`src/hw/rtl/bra_pkg.sv`:
```
`timescale 1ns / 1ps
// ----------------------------------------------------------------------------
// bra_pkg
// Shared types and constants for the bitmap run allocator.
// ----------------------------------------------------------------------------
package bra_pkg;
  localparam int NBITS     = 1024;
  localparam int IDX_W     = $clog2(NBITS);
  localparam int LEN_W     = IDX_W + 1;
  localparam int WORD_W    = 32;
  localparam int WORDS     = NBITS / WORD_W;
  localparam int WADDR_W   = $clog2(WORDS);
  localparam int WBIT_W    = $clog2(WORD_W);
  localparam int QDEPTH    = 2;
  localparam logic [LEN_W-1:0] LEN_RESET = LEN_W'(NBITS);

  localparam logic [2:0] CMD_GET   = 3'd0;
  localparam logic [2:0] CMD_SET   = 3'd1;
  localparam logic [2:0] CMD_UNSET = 3'd2;
  localparam logic [2:0] CMD_FILL  = 3'd3;
  localparam logic [2:0] CMD_CLEAR = 3'd4;
  localparam logic [2:0] CMD_ALLOC = 3'd5;
  localparam logic [2:0] CMD_NOP   = 3'd6;

  typedef struct packed {
    logic [2:0]       cmd;
    logic [LEN_W-1:0] lo;
    logic [LEN_W-1:0] hi;
    logic [LEN_W-1:0] count;
    logic [3:0]       align;
  } op_t;

  typedef struct packed {
    logic             bit_value;
    logic [IDX_W-1:0] alloc_index;
    logic             found;
  } res_t;
endpackage

```
`src/hw/rtl/bra_front.sv`:
```
`timescale 1ns / 1ps
// ----------------------------------------------------------------------------
// bra_front
// Accept requests, clamp ranges and queue classified operations.
// ----------------------------------------------------------------------------
module bra_front (
  input  logic                      clk,
  input  logic                      rst_n,
  input  logic                      in_valid,
  output logic                      in_ready,
  input  logic [2:0]                in_cmd,
  input  logic [bra_pkg::IDX_W-1:0] in_bit_index,
  input  logic [bra_pkg::LEN_W-1:0] in_range_end,
  input  logic [bra_pkg::LEN_W-1:0] in_run_count,
  input  logic [3:0]                in_align_log2,
  input  logic [bra_pkg::LEN_W-1:0] eff_len,
  output logic                      op_valid,
  input  logic                      op_ready,
  output bra_pkg::op_t              op
);
  import bra_pkg::*;

  op_t          q_r [QDEPTH];
  logic [0:0]   wp_r, rp_r;
  logic [1:0]   cnt_r;
  op_t          cls;
  logic         push, pop;
  logic [LEN_W-1:0] start, hend;

  assign in_ready = (cnt_r != 2'(QDEPTH));
  assign op_valid = (cnt_r != 2'd0);
  assign op       = q_r[rp_r];
  assign push     = in_valid && in_ready;
  assign pop      = op_valid && op_ready;

  always_comb begin
    start     = {1'b0, in_bit_index};
    hend      = (in_range_end > eff_len) ? eff_len : in_range_end;
    cls.cmd   = in_cmd;
    cls.lo    = start;
    cls.hi    = start + LEN_W'(1);
    cls.count = in_run_count;
    cls.align = in_align_log2;
    unique case (in_cmd)
      CMD_GET, CMD_SET, CMD_UNSET, CMD_ALLOC: ;
      CMD_FILL, CMD_CLEAR: begin
        if (start > eff_len || start > in_range_end) cls.cmd = CMD_NOP;
        else cls.hi = hend;
      end
      default: cls.cmd = CMD_NOP;
    endcase
  end

  always_ff @(posedge clk) begin
    if (push) q_r[wp_r] <= cls;
    if (!rst_n) begin
      wp_r  <= '0;
      rp_r  <= '0;
      cnt_r <= '0;
    end else begin
      if (push) wp_r <= wp_r + 1'b1;
      if (pop)  rp_r <= rp_r + 1'b1;
      cnt_r <= cnt_r + 2'(push) - 2'(pop);
    end
  end
endmodule

```
`src/hw/rtl/bra_back.sv`:
```
`timescale 1ns / 1ps
// ----------------------------------------------------------------------------
// bra_back
// Execute operations on the bitmap memory one at a time, a 32-bit word at a time.
// ----------------------------------------------------------------------------
module bra_back (
  input  logic                      clk,
  input  logic                      rst_n,
  input  logic [bra_pkg::LEN_W-1:0] eff_len,
  input  logic                      op_valid,
  output logic                      op_ready,
  input  bra_pkg::op_t              op,
  output logic                      res_valid,
  input  logic                      res_ready,
  output bra_pkg::res_t             res
);
  import bra_pkg::*;

  localparam logic [2:0] S_CLR  = 3'd0;
  localparam logic [2:0] S_IDLE = 3'd1;
  localparam logic [2:0] S_RD   = 3'd2;
  localparam logic [2:0] S_WR   = 3'd3;
  localparam logic [2:0] S_SCAN = 3'd4;
  localparam logic [2:0] S_MARK = 3'd5;
  localparam logic [2:0] S_DONE = 3'd6;

  logic [WORD_W-1:0] mem [WORDS];
  logic [WORD_W-1:0] rdata_r;
  logic [2:0]        st_r, st_nxt;
  op_t               op_r;
  logic [LEN_W-1:0]  pos_r, pos_nxt;
  logic [LEN_W-1:0]  cand_r, cand_nxt;
  logic [LEN_W-1:0]  lo_r, lo_nxt, hi_r, hi_nxt;
  logic              setv_r, setv_nxt;
  res_t              res_r, res_nxt;
  logic              rv_r, rv_nxt;
  logic              we;
  logic [WADDR_W-1:0] waddr, raddr;
  logic [WORD_W-1:0] wdata;
  logic [LEN_W-1:0]  amask, wbase, end_c;
  logic [WBIT_W-1:0] boff;
  logic              bitv, aligned, inlen;
  logic [LEN_W:0]    need;

  assign op_ready  = (st_r == S_IDLE) && !rv_r;
  assign res_valid = rv_r;
  assign res       = res_r;

  // one bit per cycle scan; word read is registered and pos indexes within it
  assign boff  = pos_r[WBIT_W-1:0];
  assign bitv  = rdata_r[boff];
  assign amask = (op_r.align >= 4'(LEN_W)) ? '1 : ((LEN_W'(1) << op_r.align) - LEN_W'(1));
  assign aligned = (pos_r & amask) == '0;
  assign inlen = pos_r < eff_len;
  assign need  = {1'b0, cand_r} + {1'b0, op_r.count};
  assign wbase = {pos_r[LEN_W-1:WBIT_W], {WBIT_W{1'b0}}};
  assign raddr = pos_nxt[WBIT_W +: WADDR_W];

  always_comb begin
    st_nxt = st_r; pos_nxt = pos_r; cand_nxt = cand_r;
    lo_nxt = lo_r; hi_nxt = hi_r; setv_nxt = setv_r;
    res_nxt = res_r; rv_nxt = rv_r;
    we = 1'b0; waddr = pos_r[WBIT_W +: WADDR_W];
    wdata = rdata_r; end_c = hi_r;
    if (rv_r && res_ready) rv_nxt = 1'b0;
    unique case (st_r)
      S_CLR: begin
        we = 1'b1; wdata = '0;
        pos_nxt = pos_r + LEN_W'(WORD_W);
        if (pos_r[WBIT_W +: WADDR_W] == WADDR_W'(WORDS - 1)) begin
          st_nxt = S_IDLE; pos_nxt = '0;
        end
      end
      S_IDLE: begin
        if (op_valid && !rv_r) begin
          res_nxt = '0;
          pos_nxt = '0; cand_nxt = '0;
          lo_nxt = op.lo; hi_nxt = op.hi;
          setv_nxt = (op.cmd == CMD_SET) || (op.cmd == CMD_FILL);
          if (op.cmd == CMD_ALLOC) st_nxt = S_SCAN;
          else if (op.cmd == CMD_NOP) begin
            rv_nxt = 1'b1;
          end else begin
            pos_nxt = op.lo; st_nxt = S_RD;
          end
        end
      end
      S_RD: begin
        st_nxt = S_WR;
      end
      S_WR: begin
        if (op_r.cmd == CMD_GET) begin
          res_nxt.bit_value = bitv;
          st_nxt = S_DONE;
        end else begin
          for (int b = 0; b < WORD_W; b++) begin
            if ((wbase + LEN_W'(b)) >= lo_r && (wbase + LEN_W'(b)) < end_c)
              wdata[b] = setv_r;
          end
          we = (lo_r < hi_r);
          if (wbase + LEN_W'(WORD_W) >= hi_r) st_nxt = S_DONE;
          else begin
            pos_nxt = wbase + LEN_W'(WORD_W); st_nxt = S_RD;
          end
        end
      end
      S_SCAN: begin
        // pos_r is the bit whose word rdata_r holds after the first read cycle
        if (!inlen) st_nxt = S_DONE;
        else if (pos_r != cand_r + LEN_W'(0) && bitv) begin
          cand_nxt = pos_r + LEN_W'(1); pos_nxt = pos_r + LEN_W'(1);
        end else if (pos_r == cand_r && (!aligned || bitv || need > {1'b0, eff_len}))
        begin
          cand_nxt = pos_r + LEN_W'(1); pos_nxt = pos_r + LEN_W'(1);
        end else if (need <= {1'b0, pos_r} + (LEN_W+1)'(1) || op_r.count == '0) begin
          res_nxt.found = 1'b1;
          res_nxt.alloc_index = cand_r[IDX_W-1:0];
          lo_nxt = cand_r; hi_nxt = need[LEN_W-1:0];
          setv_nxt = 1'b1;
          if (op_r.count == '0) st_nxt = S_DONE;
          else begin
            pos_nxt = cand_r; st_nxt = S_MARK;
          end
        end else pos_nxt = pos_r + LEN_W'(1);
      end
      S_MARK: begin
        st_nxt = S_RD;
      end
      S_DONE: begin
        rv_nxt = 1'b1; st_nxt = S_IDLE;
      end
      default: st_nxt = S_IDLE;
    endcase
  end

  always_ff @(posedge clk) begin
    if (we) mem[waddr] <= wdata;
    rdata_r <= mem[raddr];
    if (st_r == S_IDLE && op_valid && !rv_r) op_r <= op;
    res_r <= res_nxt;
    lo_r <= lo_nxt; hi_r <= hi_nxt; setv_r <= setv_nxt;
    cand_r <= cand_nxt;
    if (!rst_n) begin
      st_r  <= S_CLR;
      pos_r <= '0;
      rv_r  <= 1'b0;
    end else begin
      st_r  <= st_nxt;
      pos_r <= pos_nxt;
      rv_r  <= rv_nxt;
    end
  end
endmodule

```
`src/hw/rtl/bitmap_run_allocator_core.sv`:
```
`timescale 1ns / 1ps
// ----------------------------------------------------------------------------
// bitmap_run_allocator_core
// Bitmap run allocator: get/set/unset/fill/clear/first-fit allocate.
// ----------------------------------------------------------------------------
// After reset the bitmap is cleared one 32-bit word per cycle, during which
// requests only fill the two-entry queue. Get, set and unset read the word,
// then return the bit or write the word back; fill and clear read and write
// each 32-bit word touched; allocate scans one bit per cycle up to the used
// length and then reads and writes each word marked. A two-entry queue
// decouples request acceptance from execution; the engine holds while a
// result waits.
module bitmap_run_allocator_core (
  input  logic                      clk,
  input  logic                      rst_n,
  input  logic                      cfg_we,
  input  logic [bra_pkg::LEN_W-1:0] cfg_used_length,
  input  logic                      in_valid,
  output logic                      in_ready,
  input  logic [2:0]                in_cmd,
  input  logic [bra_pkg::IDX_W-1:0] in_bit_index,
  input  logic [bra_pkg::LEN_W-1:0] in_range_end,
  input  logic [bra_pkg::LEN_W-1:0] in_run_count,
  input  logic [3:0]                in_align_log2,
  output logic                      out_valid,
  input  logic                      out_ready,
  output logic                      out_bit_value,
  output logic [bra_pkg::IDX_W-1:0] out_alloc_index,
  output logic                      out_found
);
  import bra_pkg::*;

  logic [LEN_W-1:0] len_r, eff_len;
  logic             op_valid, op_ready;
  op_t              op;
  res_t             res;

  assign eff_len = (len_r > LEN_W'(NBITS)) ? LEN_W'(NBITS) : len_r;

  always_ff @(posedge clk) begin
    if (!rst_n) len_r <= LEN_RESET;
    else if (cfg_we) len_r <= cfg_used_length;
  end

  bra_front u_front (
    .clk, .rst_n, .in_valid, .in_ready, .in_cmd, .in_bit_index,
    .in_range_end, .in_run_count, .in_align_log2, .eff_len,
    .op_valid, .op_ready, .op
  );

  bra_back u_back (
    .clk, .rst_n, .eff_len, .op_valid, .op_ready, .op,
    .res_valid(out_valid), .res_ready(out_ready), .res
  );

  assign out_bit_value   = res.bit_value;
  assign out_alloc_index = res.alloc_index;
  assign out_found       = res.found;
endmodule

```
`config.mk`:
```
export PLATFORM = sky130hd
export DESIGN_NAME = bitmap_run_allocator_core
export DESIGN_NICKNAME = d
export VERILOG_FILES = /design/src/hw/rtl/bra_pkg.sv /design/src/hw/rtl/bra_front.sv /design/src/hw/rtl/bra_back.sv /design/src/hw/rtl/bitmap_run_allocator_core.sv
export SDC_FILE = /design/constraint.sdc
export NUM_CORES = 2
export LEC_CHECK = 0
export BUFFER_PORTS_ARGS = -buffer_cell sky130_fd_sc_hd__buf_2
export CAP_MARGIN = 20
export CORE_AREA = 2 2 395 475
export DETAILED_ROUTE_END_ITERATION = 12
export DIE_AREA = 0 0 397 477
export HOLD_SLACK_MARGIN = 0.06
export MAX_ROUTING_LAYER = met4
export SLEW_MARGIN = 10
export SYNTH_ARGS = -nofsm -noshare
export SYNTH_HDL_FRONTEND = slang
export SYNTH_HIERARCHICAL = 1
export SYNTH_SLANG_ARGS = --single-unit
```
`constraint.sdc`:
```
create_clock -name clk -period 8.1 [get_ports clk]
set_input_delay 0.81 -clock clk [delete_from_list [all_inputs] [get_ports clk]]
set_output_delay 0.81 -clock clk [all_outputs]
set_load 0.005 [all_outputs]
```
### Word level (Yosys, flattened, before mapping)

Memory sizes are Yosys's and may differ from the RTL's. A register that Yosys moved wholly into a read port is not among the register bits.
Index checks and enable logic that the tools add are counted.

| storage, ports and cells | value |
|---|---|
| memory bits (writable) | 1102 |
| memories kept | 2 |
| logic and storage cells | 348 |
| bits of input ports | 55 |
| bits in registers | 94 |
| output and inout bits | 14 |

Memory list:

| memory | depth | bits a word | read ports | clocked after memory_dff | write ports | RTL line | source |
|---|---|---|---|---|---|---|---|
| u_back.mem | 32 | 32 | 1 | 1 | 1 | bra_back.sv:27 | `logic [WORD_W-1:0] mem [WORDS];` |
| u_front.q_r | 2 | 39 | 1 | 1 | 1 | bra_front.sv:23 | `op_t q_r [QDEPTH];` |

| operators by class | value |
|---|---|
| bitwise operators | 1 |
| shift-type cells | 1 |
| reductions and logical operators | 64 |
| mux-type cells | 111 |
| equal/unequal tests | 34 |
| $add $sub $neg | 42 |
| magnitude comparators | 75 |

Operators by type and width:

| operator | count |
|---|---|
| 11-bit less-than comparator | 34 |
| 11-bit two-way mux | 34 |
| 11-bit >= comparator | 33 |
| 11-bit by 5-bit adder with 11-bit output, second input constant | 16 |
| 11-bit by 4-bit adder with 11-bit output, second input constant | 8 |
| 11-bit one-hot mux with 2 select lines | 4 |
| 32-bit one-hot mux with 2 select lines | 1 |
| 1-bit two-way mux | 50 |
| 11-bit by 3-bit adder with 11-bit output, second input constant | 4 |
| 11-bit one-hot mux with 4 select lines | 1 |
| 1-bit logical AND | 41 |
| 3-bit two-way mux | 11 |
| 32-bit two-way mux | 1 |
| 11-bit by 1-bit adder with 11-bit output, second input constant | 2 |
| 11-bit by 2-bit adder with 11-bit output, second input constant | 2 |
| 11-bit by 6-bit adder with 11-bit output, second input constant | 2 |
| 10-bit by 11-bit > comparator with 1-bit output | 2 |
| 11-bit logical NOT | 2 |
| 3-bit == test, second input constant | 7 |
| 3-bit one-hot mux with 6 select lines | 1 |
| 6-bit AND reduction | 3 |
| 3-bit by 2-bit == test with 1-bit output, second input constant | 5 |
| 11-bit by 1-bit adder with 12-bit output, second input constant | 1 |
| 11-bit by 11-bit adder with 12-bit output | 1 |
| other kinds (36) | 62 |

### Longest topological paths before layout

| depth | value |
|---|---|
| word-level depth | 13 |
| depth in mapped cells | 30 |
| mapped depth without buffers | 26 |

### Hierarchy

Netlist, hierarchy kept.

Modules (own cells, without submodules):

| module | times used | sequential area each (µm²) | cells each | area each (µm²) |
|---|---|---|---|---|
| bra_back | 1 | 33612.2 | 3592 | 48496.5 |
| bra_front | 1 | 2442.3 | 302 | 4285.4 |
| bitmap_run_allocator_core | 1 | 220.2 | 47 | 490.5 |

### Least setup slack after synthesis

OpenSTA, ideal clock, no wires.

| path | value |
|---|---|
| path kind | flip-flop to flip-flop |
| from | reg u_back.hi_r[1], in the netlist u_back/end_c[1] |
| to | mem u_back.mem[12][0] (enable) |
| arrival | 7.541 ns |
| clock period less this slack | 8.135 ns |
| cell stages (with the launch flop) | 15 |
| library setup time | 0.595 ns |
| buffers on the path | 1 |
| slack | -0.035 ns |
| data required time | 7.505 ns |
| path through | edfxtp_1 -> clkbuf_1 -> inv_1 -> ha_1 -> a21o_1 -> a21o_1 -> a21o_1 -> a21o_1 -> a21o_1 -> a21o_1 -> a21o_1 -> a21o_1 -> a21oi_1 -> o21ai_0 -> a2111oi_0 |

| on the way | value |
|---|---|
| cells in the longest elaborated chain, start to end | 5 |

Ends and longest elaborated chain:

| item | RTL line | source |
|---|---|---|
| start: declaration | bra_back.sv:33 | `logic [LEN_W-1:0] lo_r, lo_nxt, hi_r, hi_nxt;` |
| start signal: assignment | bra_back.sv:141 | `lo_r <= lo_nxt; hi_r <= hi_nxt; setv_r <= setv_nxt;` |
| 11-bit less-than comparator | bra_back.sv:100 | `we = (lo_r < hi_r);` |
| 1-bit two-way mux | bra_back.sv:92 | `if (op_r.cmd == CMD_GET) begin` |
| 1-bit one-hot mux with 2 select lines | bra_back.sv:66 | `unique case (st_r)` |
| 1-bit two-way mux | bra_back.sv:137 | `if (we) mem[waddr] <= wdata;` |
| 1-bit two-way mux (implied by the code) | bra_back.sv:137 |  |
| end: declaration | bra_back.sv:27 |  |

No other way between the ends.

### Worst setup path after layout

| path | value |
|---|---|
| from | reg u_back.cand_r[0] |
| to | reg u_back.rdata_r[17] (read register of u_back.mem) |

| on the way | value |
|---|---|
| cells in the longest elaborated chain, start to end | 8 |

Ends and longest elaborated chain:

| item | RTL line | source |
|---|---|---|
| start: declaration | bra_back.sv:32 | `logic [LEN_W-1:0] cand_r, cand_nxt;` |
| start signal: assignment | bra_back.sv:142 | `cand_r <= cand_nxt;` |
| 11-bit by 11-bit adder with 12-bit output | bra_back.sv:55 | `assign need = {1'b0, cand_r} + {1'b0, op_r.count};` |
| 12-bit less-or-equal comparator or 12-bit by 11-bit > comparator with 1-bit output (tied branches) | bra_back.sv:115, bra_back.sv:112 |  |
| 1-bit logical OR (on tied branches) | bra_back.sv:115, bra_back.sv:112 |  |
| 11-bit two-way mux or 1-bit logical AND (tied branches) | bra_back.sv:115, bra_back.sv:112 |  |
| 11-bit two-way mux | bra_back.sv:112 | `end else if (pos_r == cand_r && (!aligned \|\| bitv \|\| need > {1'b0, eff_len}))` |
| 11-bit two-way mux (*) | bra_back.sv:110 | `else if (pos_r != cand_r + LEN_W'(0) && bitv) begin` |
| 11-bit two-way mux (*) | bra_back.sv:109 | `if (!inlen) st_nxt = S_DONE;` |
| 11-bit one-hot mux with 4 select lines (*) | bra_back.sv:66 |  |
| end: declaration | bra_back.sv:28 | `logic [WORD_W-1:0] rdata_r;` |

Every way passes the cells marked *; elsewhere a longest branch is shown, timed or not. The select of a mux whose other input is x is not followed.
A chain may end at the register's enable or synchronous reset.

==> results.json <==
{
  "seq_area_sq_mm": 0.0363,
  "io_pins": 69,
  "wl_microns": 162000,
  "drcViolationCount": 0,
  "routedWlPerCell_microns": 24.8,
  "clock_latency_ns": 0.78,
  "cts_hold_buf": 0,
  "most-common-layout-cells": "1,166 x edfxtp_1, 550 x nand2_1, 212 x mux2i_1",
  "combPwrFrac_pct": 16.0,
  "multi_input_area_sq_mm": 0.0160,
  "tritoncts": "built",
  "met1_usage_pct": 22.4,
  "clk_path_buf_depth": 3,
  "hold_path_class": "in2reg",
  "dp_hpwl_microns": 91000,
  "slew_violations": 0,
  "rsz0062_at_grt": "no",
  "viasPerCell": 5.38,
  "die_w_microns": 397,
  "place_area_sq_mm": 0.0569,
  "via_count": 35252,
  "finalCriticalPeriod_ns": 7.07,
  "fin_util_pct": 33.1,
  "irDropWorstVdd_mv": 0.229,
  "grt_usage_pct": 17.1,
  "cap_violations": 0,
  "fp.coreArea_sq_mm": 0.185,
  "slew_headroom_pct": 24.2,
  "layout.nets": 4164,
  "cp_max_fo": 27,
  "numCtsBuffers": 130,
  "cts_sinks": 1229,
  "timing.final.crit_share_pct": 87.3,
  "ys_top_cells_by_area": "edfxtp_1 66%, mux2i_1 4.0%, nand2_1 3.9%, ha_1 2.7%, dfxtp_1 2.4%",
  "place.gp.congestion": 0.923,
  "n_fill_cell": 17895,
  "synth_area_sq_mm": 0.0533,
  "synth-seq-area-share_pct": 68.1,
  "area_growth_pct": 14.9,
  "fin_area_sq_mm": 0.0612,
  "synth_nets": 4110,
  "grt_pass1_wl_microns": 234000,
  "fin_total_pwr_mw": 15.5,
  "p_int_mw": 11.1,
  "synth_top_area_share_pct": 65.7,
  "switchingPower_mw": 4.37,
  "cts_resized": 0,
  "drtPass1Iterations": 7,
  "cts_max_level": 4,
  "fp-row-count": 173,
  "synth_edf_count": 1166,
  "fmax_mhz": 141,
  "crit_type": "reg2reg",
  "hold_viol_final": 0,
  "clock_skew_ns": 0.0283,
  "path_clk_slew_ns": 0.06,
  "fp.dieArea_sq_mm": 0.189,
  "grt_pass1_vias": 33900,
  "worst_slew_pin_slew_ns": 1.14,
  "met2_usage_pct": 26.4,
  "leakage_nw": 19.6,
  "synth_warnings": 6,
  "ys_dominant_reg_cell": "edfxtp_1",
  "io_buffers": 68,
  "cp.arrival_ns": 7.71,
  "setup_violations": 0,
  "met3_usage_pct": 2.85,
  "fin_hold_ws_ns": 0.231,
  "grt-busiest-layer": "met2",
  "syn_avg_cell_area_sq_um": 13.5,
  "initial_core_util_pct": 28.9,
  "first_iter_violations": 4121,
  "worstPathRequired_ns": 8.73,
  "syn_inst": 3941,
  "final_cells": 6550,
  "yosysUniqueCellTypes": 95,
  "power.density_mw_per_mm2": 253,
  "ant_nets": 0,
  "seqPwrFrac_pct": 47.2,
  "clockPowerShare_pct": 36.8,
  "grt_overflow": 0,
  "critical_path.startpoint_type": "flop",
  "final_common_cell": "edfxtp_1",
  "switching_share_pct": 28.2,
  "outcome": "finished, final reports clean",
  "placed_cells": 6298,
  "synthArstFlopShare_pct": 0,
  "antenna_found_initial": 3,
  "grt_max_degree": 155,
  "yosysTopAreaCell": "edfxtp_1",
  "drive_gt1_share_pct": 11.9,
  "cts_setup_buffers": 0,
  "synth_seq_cells": 1229,
  "end_kind": "flop",
  "die_y_microns": 477,
  "cts-root-buf": "clkbuf_16"
}
layout make-up:
class                   instances  share of cell area [%]
diodes                          4                  0.0164
clock buffers                 192                    6.00
clock inverters                41                   0.607
inverters                     112                   0.687
multi-input cells            2343                    26.1
flip-flops and latches       1229                    59.3
well taps                    2450                    5.01
repair buffers                179                    2.32
Yosys cell counts (all sizes together), types with 36 or more instances:
cell       n
a211oi    49
a21oi    242
a221oi    85
a222oi    38
a311oi    38
a31oi     41
buf       93
clkbuf   164
dfxtp     63
edfxtp  1166
ha       113
inv      112
mux2      44
mux2i    212
nand2    550
nand3     71
nand4     79
nor2     108
nor2b     36
nor3      61
o211ai    43
o21ai    144
cell families after synthesis:
group / Yosys count / synth area share (%)
DFF: 1229 / 68.1
AOI/OAI and AO/OA: 913 / 12.0
xor gates and xnor gates: 45 / 0.740
other: 1 / 0.00704
buffers and inverters: 369 / 2.86
and+or+nand+nor: 1014 / 8.66
adders and majority gates: 114 / 2.69
muxes: 256 / 4.92
metrics by stage:
stage	setup WS [ns]	setup TNS [ns]
6_report	1.03	0
5_1_grt	0.432	0
4_1_cts	1.13	0
3_5_place_dp	1.14	0
3_3_place_gp	1.20	0
2_1_floorplan	-0.0351	-3.37
state kept, by name (all words and copies together) (netlist names), named ones only:
name / flops
u_front/q_r: 78
u_back/res: 12
len_r: 11
u_back/lo_r: 11
u_front/wp_r: 1
u_back/res_valid: 1
u_front/rp_r: 1
u_back/end_c: 11
u_back/op_r: 18
u_front/cnt_r: 2
u_back/cand_r: 11
u_back/pos_r: 11
u_back/st_r: 3
u_back/setv_r: 1
u_back/mem: 1024
u_back/rdata_r: 32
critical path: stages (launching register included):
cell and delay, ns:
edfxtp_1 0.44, ha_1 0.22, inv_1 0.07, fa_1 0.21
nor2b_1 0.06, o21ai_0 0.15, nand2b_1 0.11, a21o_1 0.19
a21o_1 0.19, a21o_1 0.17, a21o_1 0.19, xor2_1 0.33
ha_1 0.33, a21oi_1 0.17, o21a_1 0.16, nor3b_1 0.05
or4_1 0.56, or4_4 0.61, a21oi_4 0.54, mux2i_1 0.63
or2_4 0.58, buf_4 0.47, a221oi_1 0.10, o21ai_0 0.22
nand4_1 0.12
power groups by stage:
stage / Combinational, mW / Clock [mW] / Sequential [mW]
2_1_floorplan: 1.60 / 0 / 7.35
3_3_place_gp: 2.44 / 0 / 7.46
3_5_place_dp: 2.45 / 0 / 7.46
4_1_cts: 2.46 / 5.81 / 7.32
5_1_grt: 2.65 / 6.03 / 7.33
6_report: 2.47 / 5.70 / 7.32
path summary, 6_finish.rpt:
kind	slack [ns]	end	start	depth (start not counted)
min	0.23	u_front/q_r[1][14]$_DFFE_PP_	in_run_count[10]	1
max	1.03	u_back/rdata_r[17]$_DFF_P_	u_back/cand_r[0]$_SDFFCE_PN0P_	24
min reg2reg	0.50	len_r[7]$_SDFFE_PN0P_	len_r[7]$_SDFFE_PN0P_	2
max reg2reg	1.03	u_back/rdata_r[17]$_DFF_P_	u_back/cand_r[0]$_SDFFCE_PN0P_	24
metal layers:
metal  wire length (microns)  share of wire (%)
met3                   13300                8.2
met5                       0                  0
met4                    6570                4.1
met1                   67200                 41
met2                   75100                 46
Power figures use the tool's default switching activity.
